## config.mk

```make
export PLATFORM = sky130hd
export DESIGN_NAME = knomial_tree_schedule_generator_unit
export DESIGN_NICKNAME = d
export VERILOG_FILES = /design/src/hdl/ktsg_pkg.sv /design/src/hdl/knomial_tree_schedule_generator_unit.sv
export SDC_FILE = /design/constraint.sdc
export NUM_CORES = 1
export LEC_CHECK = 0
export ABC_AREA = 1
export BUFFER_PORTS_ARGS = -buffer_cell sky130_fd_sc_hd__buf_2
export CAP_MARGIN = 40
export CORE_ASPECT_RATIO = 1.75
export CORE_MARGIN = 4
export CORE_UTILIZATION = 60
export DETAILED_ROUTE_END_ITERATION = 8
export MAX_ROUTING_LAYER = met4
export PLACE_DENSITY_LB_ADDON = 0.15
export SLEW_MARGIN = 20
export SYNTH_ARGS = -nofsm -noshare
export SYNTH_HDL_FRONTEND = slang
export SYNTH_SLANG_ARGS = --single-unit
export TNS_END_PERCENT = 1
```

## constraint.sdc

```tcl
create_clock -name i_clk -period 5.5 [get_ports i_clk]
set_input_delay 0.275 -clock i_clk [delete_from_list [all_inputs] [get_ports i_clk]]
set_output_delay 0.275 -clock i_clk [all_outputs]
set_load 0.05 [all_outputs]
```

## src/hdl/ktsg_pkg.sv

```systemverilog
// Shared types and constants of the k-nomial tree schedule generator.
package ktsg_pkg;

    // Field and register widths.
    localparam int RANK_W     = 6;
    localparam int CFG_W      = 7;
    localparam int CFG_IDX_W  = 1;
    localparam int KIND_W     = 3;
    localparam int LVL_W      = 3;
    localparam int OFF_W      = 13;
    localparam int TOTAL_W    = 10;

    // Largest group and longest step list.
    localparam int MAX_RANKS    = 64;
    localparam int RESULT_LIMIT = 64;
    localparam int LVL_MAX      = 7;

    // Register indexes on the configuration port.
    localparam logic [CFG_IDX_W-1:0] CFG_GROUP_SIZE = 1'b0;
    localparam logic [CFG_IDX_W-1:0] CFG_TREE_RADIX = 1'b1;

    // Reset values of the registers.
    localparam logic [CFG_W-1:0] GROUP_SIZE_RST = 7'd1;
    localparam logic [CFG_W-1:0] TREE_RADIX_RST = 7'd2;

    // Collective kinds on the request channel.
    localparam logic ACT_BCAST  = 1'b0;
    localparam logic ACT_REDUCE = 1'b1;

    // Step codes.
    typedef enum logic [KIND_W-1:0] {
        KIND_NOP     = 3'd0,
        KIND_RECV    = 3'd1,
        KIND_SEND    = 3'd2,
        KIND_RRECV   = 3'd3,
        KIND_RSEND   = 3'd4,
        KIND_INVALID = 3'd5
    } t_step_kind;

    // One step on its way to the output.
    typedef struct packed {
        t_step_kind        kind;
        logic [RANK_W-1:0] peer;
        logic              grp;
    } t_step;

    // Sequencer states.
    typedef enum logic [3:0] {
        S_IDLE,
        S_SETUP,
        S_MUL,
        S_MOD,
        S_PREP,
        S_HEAD,
        S_LEVEL,
        S_DIGIT,
        S_TAIL,
        S_FLUSH
    } t_state;

endpackage

```

## src/hdl/knomial_tree_schedule_generator_unit.sv

```systemverilog
// Top level of the k-nomial tree schedule generator: sequencer, shared datapath, output stages.

// A request (collective kind, rank, root) is taken only while the unit is idle and produces that
// rank's broadcast or reduce steps in tree order, one step per output transfer, the last one
// flagged; a bad request yields a single invalid step instead. A request is accepted, then set
// up; then, for each tree level and once more for the test that ends the count, a multiply step
// runs and the shared subtract-compare unit forms the remainder by repeated subtraction (the
// closing test skips it once the span has reached the group size); then comes a preparation
// step, the emitter with a level-start state before each level, and a flush step. The emitter
// walks one digit, a step or a skipped no-op, per cycle while the step channel has room; a
// skipped no-op does not wait for it. The remainder loop takes the front part of a request, the
// emitter the rest.
// One step is held back in a lookahead register so that the last-step flag is known; steps leave
// through an output register, so a stalled consumer only pauses the emitter.
module knomial_tree_schedule_generator_unit (
    input  logic                           i_clk,
    input  logic                           i_rst_n,
    // Configuration writes.
    input  logic                           i_cfg_we,
    input  logic [ktsg_pkg::CFG_IDX_W-1:0] i_cfg_idx,
    input  logic [ktsg_pkg::CFG_W-1:0]     i_cfg_data,
    // Request channel.
    input  logic                           i_valid,
    output logic                           o_ready,
    input  logic                           i_action,
    input  logic [ktsg_pkg::RANK_W-1:0]    i_my_rank,
    input  logic [ktsg_pkg::RANK_W-1:0]    i_root_rank,
    // Step channel.
    output logic                           o_valid,
    input  logic                           i_ready,
    output logic [ktsg_pkg::KIND_W-1:0]    o_step_kind,
    output logic [ktsg_pkg::RANK_W-1:0]    o_peer_rank,
    output logic                           o_concurrent_group,
    output logic                           o_last_step
);
    import ktsg_pkg::*;

    // Configuration registers.
    logic [CFG_W-1:0]  r_group_size;
    logic [CFG_W-1:0]  r_tree_radix;

    // Sequencer and request registers.
    t_state            r_state, n_state;
    logic              r_action;
    logic [RANK_W-1:0] r_rank;
    logic [RANK_W-1:0] r_root;

    // Tree shape registers.
    logic [RANK_W-1:0] r_rel;
    logic [LVL_W-1:0]  r_h;
    logic [OFF_W-1:0]  r_p;
    logic [OFF_W-1:0]  r_m;
    logic [RANK_W-1:0] r_rem;
    logic [RANK_W-1:0] r_parent;
    logic [RANK_W-1:0] r_par_peer;
    logic              r_skip;

    // Emitter registers.
    logic [LVL_W-1:0]  r_lvl;
    logic [CFG_W-1:0]  r_j;
    logic [OFF_W-1:0]  r_off;
    logic [RANK_W-1:0] r_lvl_pw;

    // Level spans, one entry per tree level.
    logic [RANK_W-1:0] r_pw [0:LVL_MAX];
    logic              pw_we;
    logic [LVL_W-1:0]  pw_waddr;
    logic [RANK_W-1:0] pw_wdata;

    // Lookahead and output stages.
    t_step             r_pend;
    logic              r_pend_v;
    t_step             r_out;
    logic              r_out_last;
    logic              r_out_v;

    // Combinational control.
    logic              accept;
    logic              out_free;
    logic              can_push;
    logic              push;
    logic              pend_adv;
    t_step             new_step;
    logic              req_bad;
    logic [CFG_W-1:0]  rel_calc;
    logic [CFG_W-1:0]  par_sum;
    logic [RANK_W-1:0] par_calc;
    logic [TOTAL_W-1:0] total;
    logic              mul_stop;
    logic              mod_sub;
    logic [OFF_W:0]    child;
    logic              is_nop;
    logic [OFF_W:0]    peer_sum;
    logic [OFF_W:0]    peer_red;
    logic              digit_go;
    logic              last_digit;

    // Handshake helpers.
    assign accept   = i_valid && o_ready;
    assign out_free = !r_out_v || i_ready;
    assign can_push = !r_pend_v || out_free;

    // Request checks and relative rank.
    assign req_bad = (r_group_size == '0) || (r_group_size > CFG_W'(MAX_RANKS))
                   || (r_tree_radix < CFG_W'(2))
                   || ({1'b0, r_rank} >= r_group_size) || ({1'b0, r_root} >= r_group_size);
    assign rel_calc = (r_rank >= r_root) ? ({1'b0, r_rank} - {1'b0, r_root})
                                         : ({1'b0, r_rank} + r_group_size - {1'b0, r_root});

    // Absolute parent rank, one conditional subtract for the wrap.
    assign par_sum  = {1'b0, r_root} + {1'b0, r_parent};
    assign par_calc = (par_sum >= r_group_size) ? RANK_W'(par_sum - r_group_size)
                                                : RANK_W'(par_sum);

    // Full step count including no-ops.
    assign total = TOTAL_W'(r_rel != '0) + TOTAL_W'(r_h) * TOTAL_W'(r_tree_radix - CFG_W'(1));

    // Height loop: stop once the level span reaches the group or the height its maximum, else test divisibility.
    assign mul_stop = (r_p >= OFF_W'(r_group_size)) || (r_h == LVL_W'(LVL_MAX));
    assign mod_sub  = OFF_W'(r_rem) >= r_m;

    // Child and peer of the current digit.
    assign child      = (OFF_W + 1)'(r_rel) + (OFF_W + 1)'(r_off);
    assign is_nop     = child >= (OFF_W + 1)'(r_group_size);
    assign peer_sum   = (OFF_W + 1)'(r_rank) + (OFF_W + 1)'(r_off);
    assign peer_red   = (peer_sum >= (OFF_W + 1)'(r_group_size))
                      ? (peer_sum - (OFF_W + 1)'(r_group_size)) : peer_sum;
    assign digit_go   = (is_nop && r_skip) || can_push;
    assign last_digit = r_j == (r_tree_radix - CFG_W'(1));

    // Next-state logic.
    always_comb begin
        n_state = r_state;
        unique case (r_state)
            S_IDLE: begin
                if (i_valid) n_state = S_SETUP;
            end
            S_SETUP: begin
                n_state = req_bad ? S_FLUSH : S_MUL;
            end
            S_MUL: begin
                n_state = mul_stop ? S_PREP : S_MOD;
            end
            S_MOD: begin
                if (!mod_sub) n_state = (r_rem == '0) ? S_MUL : S_PREP;
            end
            S_PREP: begin
                if (!r_action) begin
                    if (r_rel != '0)     n_state = S_HEAD;
                    else if (r_h == '0)  n_state = S_FLUSH;
                    else                 n_state = S_LEVEL;
                end else begin
                    if (r_h != '0)       n_state = S_LEVEL;
                    else if (r_rel != '0) n_state = S_TAIL;
                    else                 n_state = S_FLUSH;
                end
            end
            S_HEAD: begin
                if (can_push) n_state = (r_h == '0) ? S_FLUSH : S_LEVEL;
            end
            S_LEVEL: begin
                n_state = S_DIGIT;
            end
            S_DIGIT: begin
                if (digit_go && last_digit) begin
                    if (!r_action)
                        n_state = (r_lvl == '0) ? S_FLUSH : S_LEVEL;
                    else if (r_lvl != r_h - LVL_W'(1))
                        n_state = S_LEVEL;
                    else
                        n_state = (r_rel != '0) ? S_TAIL : S_FLUSH;
                end
            end
            S_TAIL: begin
                if (can_push) n_state = S_FLUSH;
            end
            S_FLUSH: begin
                if (!r_pend_v || out_free) n_state = S_IDLE;
            end
            default: n_state = S_IDLE;
        endcase
    end

    // Output and step-generation logic of the sequencer.
    always_comb begin
        o_ready  = 1'b0;
        push     = 1'b0;
        new_step = '{kind: KIND_NOP, peer: '0, grp: 1'b0};
        unique case (r_state)
            S_IDLE: begin
                o_ready = 1'b1;
            end
            S_SETUP: begin
                push     = req_bad;
                new_step = '{kind: KIND_INVALID, peer: '0, grp: 1'b0};
            end
            S_HEAD: begin
                push     = can_push;
                new_step = '{kind: KIND_RECV, peer: r_par_peer, grp: 1'b0};
            end
            S_DIGIT: begin
                push = !(is_nop && r_skip) && can_push;
                if (is_nop)
                    new_step = '{kind: KIND_NOP, peer: '0, grp: !r_action};
                else
                    new_step = '{kind: r_action ? KIND_RRECV : KIND_SEND,
                                 peer: RANK_W'(peer_red), grp: !r_action};
            end
            S_TAIL: begin
                push     = can_push;
                new_step = '{kind: KIND_RSEND, peer: r_par_peer, grp: 1'b0};
            end
            S_MUL, S_MOD, S_PREP, S_LEVEL, S_FLUSH: begin
                push = 1'b0;
            end
            default: push = 1'b0;
        endcase
    end

    // The held step moves on only when a later step arrives or the request ends.
    assign pend_adv = r_pend_v && out_free && (push || (r_state == S_FLUSH));

    // Control registers.
    always_ff @(posedge i_clk) begin
        if (!i_rst_n) begin
            r_state      <= S_IDLE;
            r_pend_v     <= 1'b0;
            r_out_v      <= 1'b0;
            r_group_size <= GROUP_SIZE_RST;
            r_tree_radix <= TREE_RADIX_RST;
        end else begin
            r_state <= n_state;
            if (push)          r_pend_v <= 1'b1;
            else if (pend_adv) r_pend_v <= 1'b0;
            if (pend_adv)      r_out_v  <= 1'b1;
            else if (i_ready)  r_out_v  <= 1'b0;
            if (i_cfg_we) begin
                unique case (i_cfg_idx)
                    CFG_GROUP_SIZE: r_group_size <= i_cfg_data;
                    CFG_TREE_RADIX: r_tree_radix <= i_cfg_data;
                    default: ;
                endcase
            end
        end
    end

    // Step stages.
    always_ff @(posedge i_clk) begin
        if (push) r_pend <= new_step;
        if (pend_adv) begin
            r_out      <= r_pend;
            r_out_last <= r_state == S_FLUSH;
        end
    end

    // Level span writes: the root level at setup, each new level as the height grows.
    always_comb begin
        pw_we    = 1'b0;
        pw_waddr = '0;
        pw_wdata = RANK_W'(1);
        if (r_state == S_SETUP) begin
            pw_we = 1'b1;
        end else if ((r_state == S_MOD) && !mod_sub && (r_rem == '0)) begin
            pw_we    = 1'b1;
            pw_waddr = r_h + LVL_W'(1);
            pw_wdata = RANK_W'(r_m);
        end
    end

    // Level span memory, read when a level starts.
    always_ff @(posedge i_clk) begin
        if (pw_we) r_pw[pw_waddr] <= pw_wdata;
        if (r_state == S_LEVEL) begin
            r_off    <= OFF_W'(r_pw[r_lvl]);
            r_lvl_pw <= r_pw[r_lvl];
        end else if ((r_state == S_DIGIT) && digit_go) begin
            r_off <= r_off + OFF_W'(r_lvl_pw);
        end
    end

    // Shared datapath: multiply, remainder by repeated subtraction, digit walk.
    always_ff @(posedge i_clk) begin
        unique case (r_state)
            S_IDLE: begin
                if (accept) begin
                    r_action <= i_action;
                    r_rank   <= i_my_rank;
                    r_root   <= i_root_rank;
                end
            end
            S_SETUP: begin
                r_rel <= RANK_W'(rel_calc);
                r_p   <= OFF_W'(1);
                r_h   <= '0;
            end
            S_MUL: begin
                if (mul_stop) begin
                    r_parent <= '0;
                end else begin
                    r_m   <= OFF_W'(r_p[RANK_W-1:0] * r_tree_radix);
                    r_rem <= r_rel;
                end
            end
            S_MOD: begin
                if (mod_sub) begin
                    r_rem <= r_rem - RANK_W'(r_m);
                end else if (r_rem == '0) begin
                    r_h <= r_h + LVL_W'(1);
                    r_p <= r_m;
                end else begin
                    r_parent <= r_rel - r_rem;
                end
            end
            S_PREP: begin
                r_par_peer <= par_calc;
                r_skip     <= total > TOTAL_W'(RESULT_LIMIT);
                r_lvl      <= r_action ? '0 : (r_h - LVL_W'(1));
            end
            S_LEVEL: begin
                r_j <= CFG_W'(1);
            end
            S_DIGIT: begin
                if (digit_go) begin
                    r_j <= r_j + CFG_W'(1);
                    if (last_digit)
                        r_lvl <= r_action ? (r_lvl + LVL_W'(1)) : (r_lvl - LVL_W'(1));
                end
            end
            S_HEAD, S_TAIL, S_FLUSH: ;
            default: ;
        endcase
    end

    // Port drive.
    assign o_valid            = r_out_v;
    assign o_step_kind        = r_out.kind;
    assign o_peer_rank        = r_out.peer;
    assign o_concurrent_group = r_out.grp;
    assign o_last_step        = r_out_last;

    // A new request starts only with the lookahead stage empty.
    a_idle_pend_empty: assert property (@(posedge i_clk) disable iff (!i_rst_n)
        (r_state == S_IDLE) |-> !r_pend_v)
        else $error("lookahead step left behind at request start");

    // A step is never pushed over one that has not moved on.
    a_no_overwrite: assert property (@(posedge i_clk) disable iff (!i_rst_n)
        push |-> (!r_pend_v || pend_adv))
        else $error("held step overwritten");

    // No-op steps carry no peer.
    a_nop_peer: assert property (@(posedge i_clk) disable iff (!i_rst_n)
        (r_pend_v && (r_pend.kind == KIND_NOP)) |-> (r_pend.peer == '0))
        else $error("no-op step with a peer");

    // An invalid request gives exactly one flagged step.
    a_invalid_last: assert property (@(posedge i_clk) disable iff (!i_rst_n)
        (r_out_v && (r_out.kind == KIND_INVALID)) |-> (r_out_last && !r_out.grp))
        else $error("invalid step not final");

    // The digit counter stays within the radix while walking a level.
    a_digit_range: assert property (@(posedge i_clk) disable iff (!i_rst_n)
        (r_state == S_DIGIT) |-> ((r_j != '0) && (r_j < r_tree_radix)))
        else $error("digit out of range");

endmodule
```

# After elaboration in Yosys (flattened, before gate mapping)
# Memory sizes are Yosys's and may differ from the RTL's. A register that Yosys moved wholly into a read port is not among the register bits.
# Index checks and enable logic that the tools add are counted.
classes:
  addsub: 19
  n_mul: 2
  order_cmp: 11
  eq_ne: 25
  mux: 61
  n_bitwise: 2
  reduce_logical: 48
op_table:
  columns: ["cell", "count"]
  rows:
  - ["6-bit two-way mux", 12]
  - ["4-bit two-way mux", 14]
  - ["10-bit one-hot mux with 4 select lines", 1]
  - ["4-bit one-hot mux with 10 select lines", 1]
  - ["6-bit subtractor", 6]
  - ["3-bit two-way mux", 11]
  - ["6-bit by 13-bit adder with 14-bit output", 2]
  - ["14-bit by 7-bit greater-or-equal comparator with 1-bit output", 2]
  - ["13-bit two-way mux", 2]
  - ["13-bit one-hot mux with 2 select lines", 1]
  - ["2-bit != test, second input constant", 12]
  - ["6-bit one-hot mux with 2 select lines", 2]
  - ["4-bit by 3-bit equality test with 1-bit output, second input constant", 4]
  - ["6-bit by 7-bit greater-or-equal comparator with 1-bit output", 2]
  - ["7-bit one-hot mux with 2 select lines", 1]
  - ["2-bit nonzero test", 7]
  - ["13-bit by 6-bit adder with 13-bit output", 1]
  - ["13-bit by 7-bit greater-or-equal comparator with 1-bit output", 1]
  - ["6-bit by 13-bit greater-or-equal comparator with 1-bit output", 1]
  - ["6-bit by 7-bit multiplier with 13-bit output", 1]
  - ["3-bit one-hot mux with 2 select lines", 2]
  - ["1-bit two-way mux", 11]
  - ["1-bit by 10-bit adder with 10-bit output", 1]
  - ["10-bit by 7-bit > comparator with 1-bit output, second input constant", 1]
  - ["other kinds (37)", 69]
word_totals:
  ff_bits: 137
  ram_bits: 48
  out_inout_bits: 13
  elab_cells: 197
  mem_count: 1
mem_list:
  columns: ["memory", "words", "word_bits", "rd", "rd_ports_with_merged_regs", "write_ports", "line_no", "rtl"]
  rows:
  - ["r_pw", 8, 6, 1, 1, 1, "knomial_tree_schedule_generator_unit.sv:65", "logic [RANK_W-1:0] r_pw [0:LVL_MAX];"]

# Longest topological paths before layout
# Gate-level depths: netlist (run 1).
logic_depth:
  depth_word: 10
  depth_mapped: 23

# Worst setup path after synthesis (run 1)
# OpenSTA, ideal clock, no wires.
synth_path:
  path_type: "register -> register"
  startpoint: "register r_tree_radix[0]"
  endpoint: "register r_m[12], data pin"
  t_arrival_ns: 3.667
  path_slack_ns: 1.575
  stages_incl_launch_ff: 19
  path_buffers: 1
  cell_sequence: "dfxtp_1 clkbuf_1 nand2_1 fa_1 fa_1 fa_1 inv_1 ha_1 a21oi_1 nand2_1 nand2_1 nand2_1 a21oi_1 o21ai_0 a21o_1 nand2_1 nand2_1 a21oi_1 xnor2_1"
synth_via:
  elab_chain_cells: 1
synth_lines:
  columns: ["element", "line_no", "rtl"]
  rows:
  - ["from (decl)", "knomial_tree_schedule_generator_unit.sv:40", "logic [CFG_W-1:0] r_tree_radix;"]
  - ["from (signal assigned)", "knomial_tree_schedule_generator_unit.sv:240", "CFG_TREE_RADIX: r_tree_radix <= i_cfg_data;"]
  - ["6-bit by 7-bit multiplier with 13-bit output", "knomial_tree_schedule_generator_unit.sv:300", "r_m <= OFF_W'(r_p[RANK_W-1:0] * r_tree_radix);"]
  - ["to (signal assigned)", "knomial_tree_schedule_generator_unit.sv:300", null]
  - ["to (decl)", "knomial_tree_schedule_generator_unit.sv:52", "logic [OFF_W-1:0] r_m;"]
# Every way passes these cells.
# A chain may end at the register's enable or synchronous reset.

# Worst setup path in the final report (run 1)
# Same ends and word-level chain as after synthesis.

==> summary.txt, run 1 <==
Outcome
  • Status: completed

GRT
  • GR Overflow Total: 0
  • Vias in the first global route: 10,700
  • Pin count of the biggest net entering global routing: 26
  • GRT Total Usage: 28.5%
  • Global-route wire length before repair: 52,800 um
  • Initial antenna violation count: 0

Timing
  • Setup TNS: 0 ns
  • Setup Skew: 0.0127 ns
  • Period Utilization, post-route: 75.2%
  • Final Hold Violating Endpoints: 0
  • Worst slew pin tran: 0.856 ns
  • Final setup violation count: 0
  • Final critical path time including I/O delays and setup: 4.14 ns
  • Slew headroom: 42.6%
  • RSZ-0062 raised after global routing: no
  • Achievable Freq: 242 MHz
  • Pins Over Slew Limit: 0

Clocking
  • Cts bufs inserted: 17
  • CTS Buffer Depth: 2
  • CTS tree: done
  • Root Driver: clkbuf_16
  • # resized after CTS: 0
  • # Post-CTS Setup Buffers: 0
  • CTS clk-pin slew, worst paths: 0.07 ns
  • Worst-Skew Late Latency: 0.46 ns
  • H-tree levels: 4
  • Clock sinks: 188

Route
  • Starting DRT DRC Count: 594
  • ANT nets after route: 0
  • DRT Pass-1 Iters: 6
  • DR vias: 10,700
  • Post-Route WL: 33,000 um
  • Routed wire length per instance: 17.2 um
  • Vias per cell: 5.57
  • Remaining DRCs: 0

Power and ir drop
  • Pwr Total: 0.00665 W
  • Peak supply drop: 0.294 mV
  • Power per Cell Area: 456 nW/um^2
  • P_leak: 6.95 nW
  • Proportion of power drawn by combinational gates: 48.4%
  • Sw power: 0.00295 W
  • Clock Power Share: 17.9%
  • Seq pwr share: 33.7%
  • Cell Int Power: 0.00370 W
  • Sw Share: 44.3%

Synth
  • Count leader, synth: nand2_1
  • Post-Syn Area: 13,400 sq um
  • Cell taking the most area after synthesis: edfxtp_1
  • Register area share after synthesis: 40.0%
  • Yosys reg bits: 188
  • Top post-synthesis cells by count: nand2_1, inv_1, edfxtp_1, nor2_1, ha_1
  • Mapped Cells: 1,553
  • Ys async rst share: 0%
  • Synth cell types: 54
  • Syn Nets: 1,745
  • Synth top area share: 35.5%
  • Top_reg_cell synth: edfxtp_1
  • Area contributors post-synth: edfxtp_1, ha_1, nand2_1
  • Mean post-synth cell area: 8.61 sq um
  • Post-synth EDFFs: 158
  • Yosys warning count: 0

Setup path
  • Crit path depth: 17
  • Slowest CP cell: dfxtp_1
  • Worst Path Class, Setup: reg -> reg
  • Critical Path Start Type: flop
  • CP Cell Sequence: nand2_1, fa_1, fa_1, fa_1, inv_1, ha_1, a21oi_1, nand2_1, nand2_1, nand2_1, a21oi_1, o21ai_0, a21o_1, nand2_1, nand2_1, a21oi_1, xnor2_1
  • CP arrival: 4.35 ns
  • Cell mode on critical path: nand2_1
  • Worst Reg-to-Reg Cells: 17
  • Family with the most delay on the worst path: adder cells
  • Critical Path Fanout Max: 12
  • Crit path required time: 5.71 ns
  • R2R Setup Slk: 1.36 ns
  • Slowest cell delay on critical path: 0.58 ns
  • Crit end category: flop
  • Critical path buffer and inverter count: 1

Placement
  • Post-Place Cell Area: 13,900 sq um
  • Placed Cells: 1,870
  • Post-DP HPWL: 25,700 um
  • IO buf count: 38
  • RD Place Congestion: 0.967

Layout
  • Nets@finish: 1,798
  • Final std cells w/o fill: 1,914
  • Post-Layout Inst Area: 14,600 sq um
  • Diodes inserted: 0
  • Layout cells sized above 1: 7.91%
  • Area Overhead vs Synth: 9.18%

Floorplan
  • Starting density of the core: 60.8%
  • Die height: 205 um
  • IO Count: 39
  • Die area: 24,800 sq um
  • Die X: 121 um
  • Rows: 72
  • Core area: 22,000 sq um

Min path
  • Hold depth: 3
  • HP Class: in -> reg

Job
  • Max cap viols: 0
-- routing by layer --
layer  up-vias  track usage (%)  wire [um]
met3       124             4.95       1590
met1      4986             28.6      11800
li1       5236                -          -
met2       310             50.7      17400
met5         -                -          0
met4         0             17.8       2130
-- stage by stage --
| stage | hold WS, ns | setup slack, ns | utilization, % |
|---|---|---|---|
| finish | 0.0466 | 1.36 | 66.4 |
| CTS | 0.0362 | 1.32 | 66.4 |
| global placement | 0.411 | 1.43 | 63.2 |
| global route | 0.0598 | 1.08 | 66.4 |
| floorplan | 0.374 | 1.58 | - |
| detailed placement | 0.408 | 1.38 | 63.3 |
-- registers in the layout, indices dropped and copies added (netlist names), 7 cells and up, named ones only --
signal,count
r_j,7
r_off,13
r_tree_radix,7
r_p,13
r_group_size,7
r_m,13
r_pw,48
r_pend,10
-- worst paths after layout --
| path | from | endpoint |
|---|---|---|
| worst max-delay path | r_tree_radix[0]$_SDFFE_PN0P_ | r_m[12]$_DFFE_PP_ |
| worst min-delay path | i_cfg_data[0] | r_group_size[0]$_SDFFE_PN1P_ |
| worst max register to register | r_tree_radix[0]$_SDFFE_PN0P_ | r_m[12]$_DFFE_PP_ |
| worst min register to register | r_pend[3]$_DFFE_PP_ | o_peer_rank[2]$_DFFE_PP_ |
-- cells by family (layout without fill, tap and decap cells) --
family	count (synthesis)	in the layout	share of synthesized area [%]
compound gates	234	234	9.70
xor+xnor	59	59	3.87
fa+ha+maj	166	166	18.0
buf+inv	300	365	8.58
flops	188	188	40.0
mux	1	1	0.0749
simple gates	605	605	19.8
-- cell usage in the layout, fill, tap and decap left out, types with 13 or more instances in the layout --
master         count
nand4_1           24
o21ai_0           90
buf_2             38
edfxtp_1         158
dlygate4sd3_1     13
dfxtp_1           30
nand2_1          293
ha_1             123
xnor2_1           16
nand3_1           68
clkbuf_16         17
a21oi_1           80
inv_1            262
nor2_1           151
fa_1              43
xor2_1            43
-- worst min-delay path, stage by stage --
cell and delay [ns]:
buf_2 0.09, nand2_1 0.04, nand3_1 0.06
-- repair_timing --
item,CTS,global route
endpoints found under the setup margin,0,0
hold buffers,13,0
hold endpoints to repair,13,0
-- power groups by stage --
stage | registers, W | clock network, W | logic, W
after floorplan | 0.00217 | 0 | 0.00239
after global placement | 0.00225 | 0 | 0.00309
after detailed placement | 0.00226 | 0 | 0.00316
after CTS | 0.00223 | 0.00120 | 0.00321
after global routing | 0.00227 | 0.00126 | 0.00363
final | 0.00224 | 0.00119 | 0.00322
-- final cells by class --
class,instances,area (sq um)
clock buffer,17,425
inverter,271,1020
fill,1868,7390
multi-input combinational,1065,6890
sequential,188,5350
tap,296,370
clock inverter,14,128
timing repair buffer,63,418
Note: power is estimated with default switching activity, not from simulation.
==> run 2, diff against run 1 <==
Clock period 5.5 ns to 4.2 ns, I/O delays scaled along.
==> summary.txt, run 2 (synthesized netlist as in run 1, its figures left out) <==
Timing
  • Slew headroom: 44.1%
  • Final Hold Violating Endpoints: 0
  • Period Utilization, post-route: 92.6%
  • Achievable Freq: 257 MHz
  • PnR worst setup slack: 0.311 ns
  • Setup Skew: 0.0125 ns
  • Worst slew pin tran: 0.836 ns
  • Setup TNS: 0 ns
  • Pins Over Slew Limit: 0
  • Final setup violation count: 0
  • Final critical path time including I/O delays and setup: 3.89 ns
  • RSZ-0062 raised after global routing: no

Layout
  • Diodes inserted: 0
  • Layout cells sized above 1: 9.15%
  • Commonest non-fill, non-tap cell in the layout: nand2_1
  • Area Overhead vs Synth: 10.6%
  • Max FFs per register: 48
  • Nets@finish: 1,818
  • FILL cells: 1,902
  • Most flop-heavy register: r_pw
  • Most frequent cells in the layout: nand2_1, inv_1, edfxtp_1, nor2_1, ha_1

Setup path
  • Critical Path Start Type: flop
  • R2R Setup Slk: 0.31 ns
  • Critical Path Fanout Max: 4
  • Worst Path Class, Setup: reg -> reg
  • Worst Reg-to-Reg Cells: 19
  • Worst Setup SP: r_p[2]$_SDFFCE_PP0P_
  • Worst R2R End: r_m[12]$_DFFE_PP_
  • Crit end category: flop
  • Crit path required time: 4.42 ns
  • CP arrival: 4.11 ns
  • FF-to-FF Start: r_p[2]$_SDFFCE_PP0P_

Floorplan
  • IO Count: 39
  • Die X: 121 um
  • Rows: 72
  • Starting density of the core: 60.8%
  • Core area: 22,000 sq um
  • Die area: 24,800 sq um
  • Die height: 205 um

Clocking
  • CTS clk-pin slew, worst paths: 0.08 ns
  • CTS Buffer Depth: 2
  • Clock sinks: 188
  • Cts bufs inserted: 17
  • CTS tree: done
  • Worst-Skew Late Latency: 0.46 ns
  • H-tree levels: 4
  • Root Driver: clkbuf_16
  • # Post-CTS Setup Buffers: 0

Placement
  • IO buf count: 38
  • RD Place Congestion: 1.01
  • Post-DP HPWL: 26,700 um
  • Place WS: 0.237 ns

Route
  • Vias per cell: 5.61
  • Starting DRT DRC Count: 804
  • Routed wire length per instance: 17.7 um
  • Remaining DRCs: 0
  • Post-Route WL: 34,200 um
  • DRT Pass-1 Iters: 5
  • ANT nets after route: 0
  • DR vias: 10,900

Power and ir drop
  • Power per Cell Area: 599 nW/um^2
  • P_leak: 7.06 nW
  • Peak supply drop: 0.340 mV

GRT
  • Global-route wire length before repair: 55,100 um
  • Pin count of the biggest net entering global routing: 29
  • Initial antenna violation count: 0
  • GRT Total Usage: 29.9%
  • Vias in the first global route: 10,800
  • GR Overflow Total: 0

Outcome
  • Status: completed

Min path
  • Hold depth: 3
  • HP Class: in -> reg
  • Hold EP: r_tree_radix[1]$_SDFFE_PN1P_
  • HP Start: i_cfg_data[1]

Job
  • Max cap viols: 0
-- run 2: timing repair --
item                                    in CTS  in global routing
hold endpoints to repair                    14                  0
gates resized for setup                      0                  3
hold buffers                                14                  0
endpoints found under the setup margin       0                  1
-- run 2: where the power goes --
part	switching [W]	internal [W]
sequential	0.000321	0.00256
clock	0.000819	0.000801
combinational	0.00280	0.00155
total	0.00394	0.00491
-- run 2: worst max-delay path, stage by stage, from the launching register on --
cell and delay, ns:
edfxtp_1 0.39, nand2_1 0.08, inv_1 0.05, fa_1 0.53, inv_1 0.07, fa_1 0.48, fa_1 0.54, inv_1 0.04
ha_1 0.34, a21oi_1 0.15, nand2_1 0.09, nand2_1 0.07, nand2_1 0.06, a21oi_2 0.14, o21ai_0 0.10, a21o_1 0.18
nand2_1 0.06, nand2_1 0.04, a21oi_1 0.15, xnor2_1 0.08
-- run 2: how the worst max path moves through the flow --
stage                        endpoint  depth (start not counted)
floorplan           r_m[12]$_DFFE_PP_                         18
finish              r_m[12]$_DFFE_PP_                         19
global placement    r_m[12]$_DFFE_PP_                         17
CTS                 r_m[12]$_DFFE_PP_                         17
global route        r_m[12]$_DFFE_PP_                         19
detailed placement  r_m[12]$_DFFE_PP_                         17
-- run 2: final cells by class --
cell class,count,area [sq um],area share (%)
multi-input combinational,1065,6890,46.6
sequential,188,5350,36.2
inverter,271,1020,6.89
timing repair buffer,83,563,3.81
clock buffer,18,429,2.90
tap,296,370,2.51
clock inverter,14,163,1.10
-- run 2: routing by layer --
| layer | part of all wire [%] | up-vias | global-route usage, % |
|---|---|---|---|
| met2 | 53 | 311 | 53.3 |
| met5 | 0 | - | - |
| met4 | 6.5 | 0 | 18.2 |
| met3 | 3.8 | 127 | 3.77 |
| met1 | 36 | 5145 | 30.9 |
| li1 | - | 5269 | - |
-- run 2: stage by stage --
step	cells	instance area, sq um	power, W	util [%]	hold slack, ns
detailed placement	1889	14000	0.00718	63.9	0.388
global route	1935	14800	0.00957	67.3	0.0579
global placement	1888	14000	0.00705	63.9	0.387
CTS	1935	14800	0.00884	67.2	0.0277
finish	1935	14800	0.00885	67.3	0.0380
floorplan	1553	13400	0.00597	-	0.309
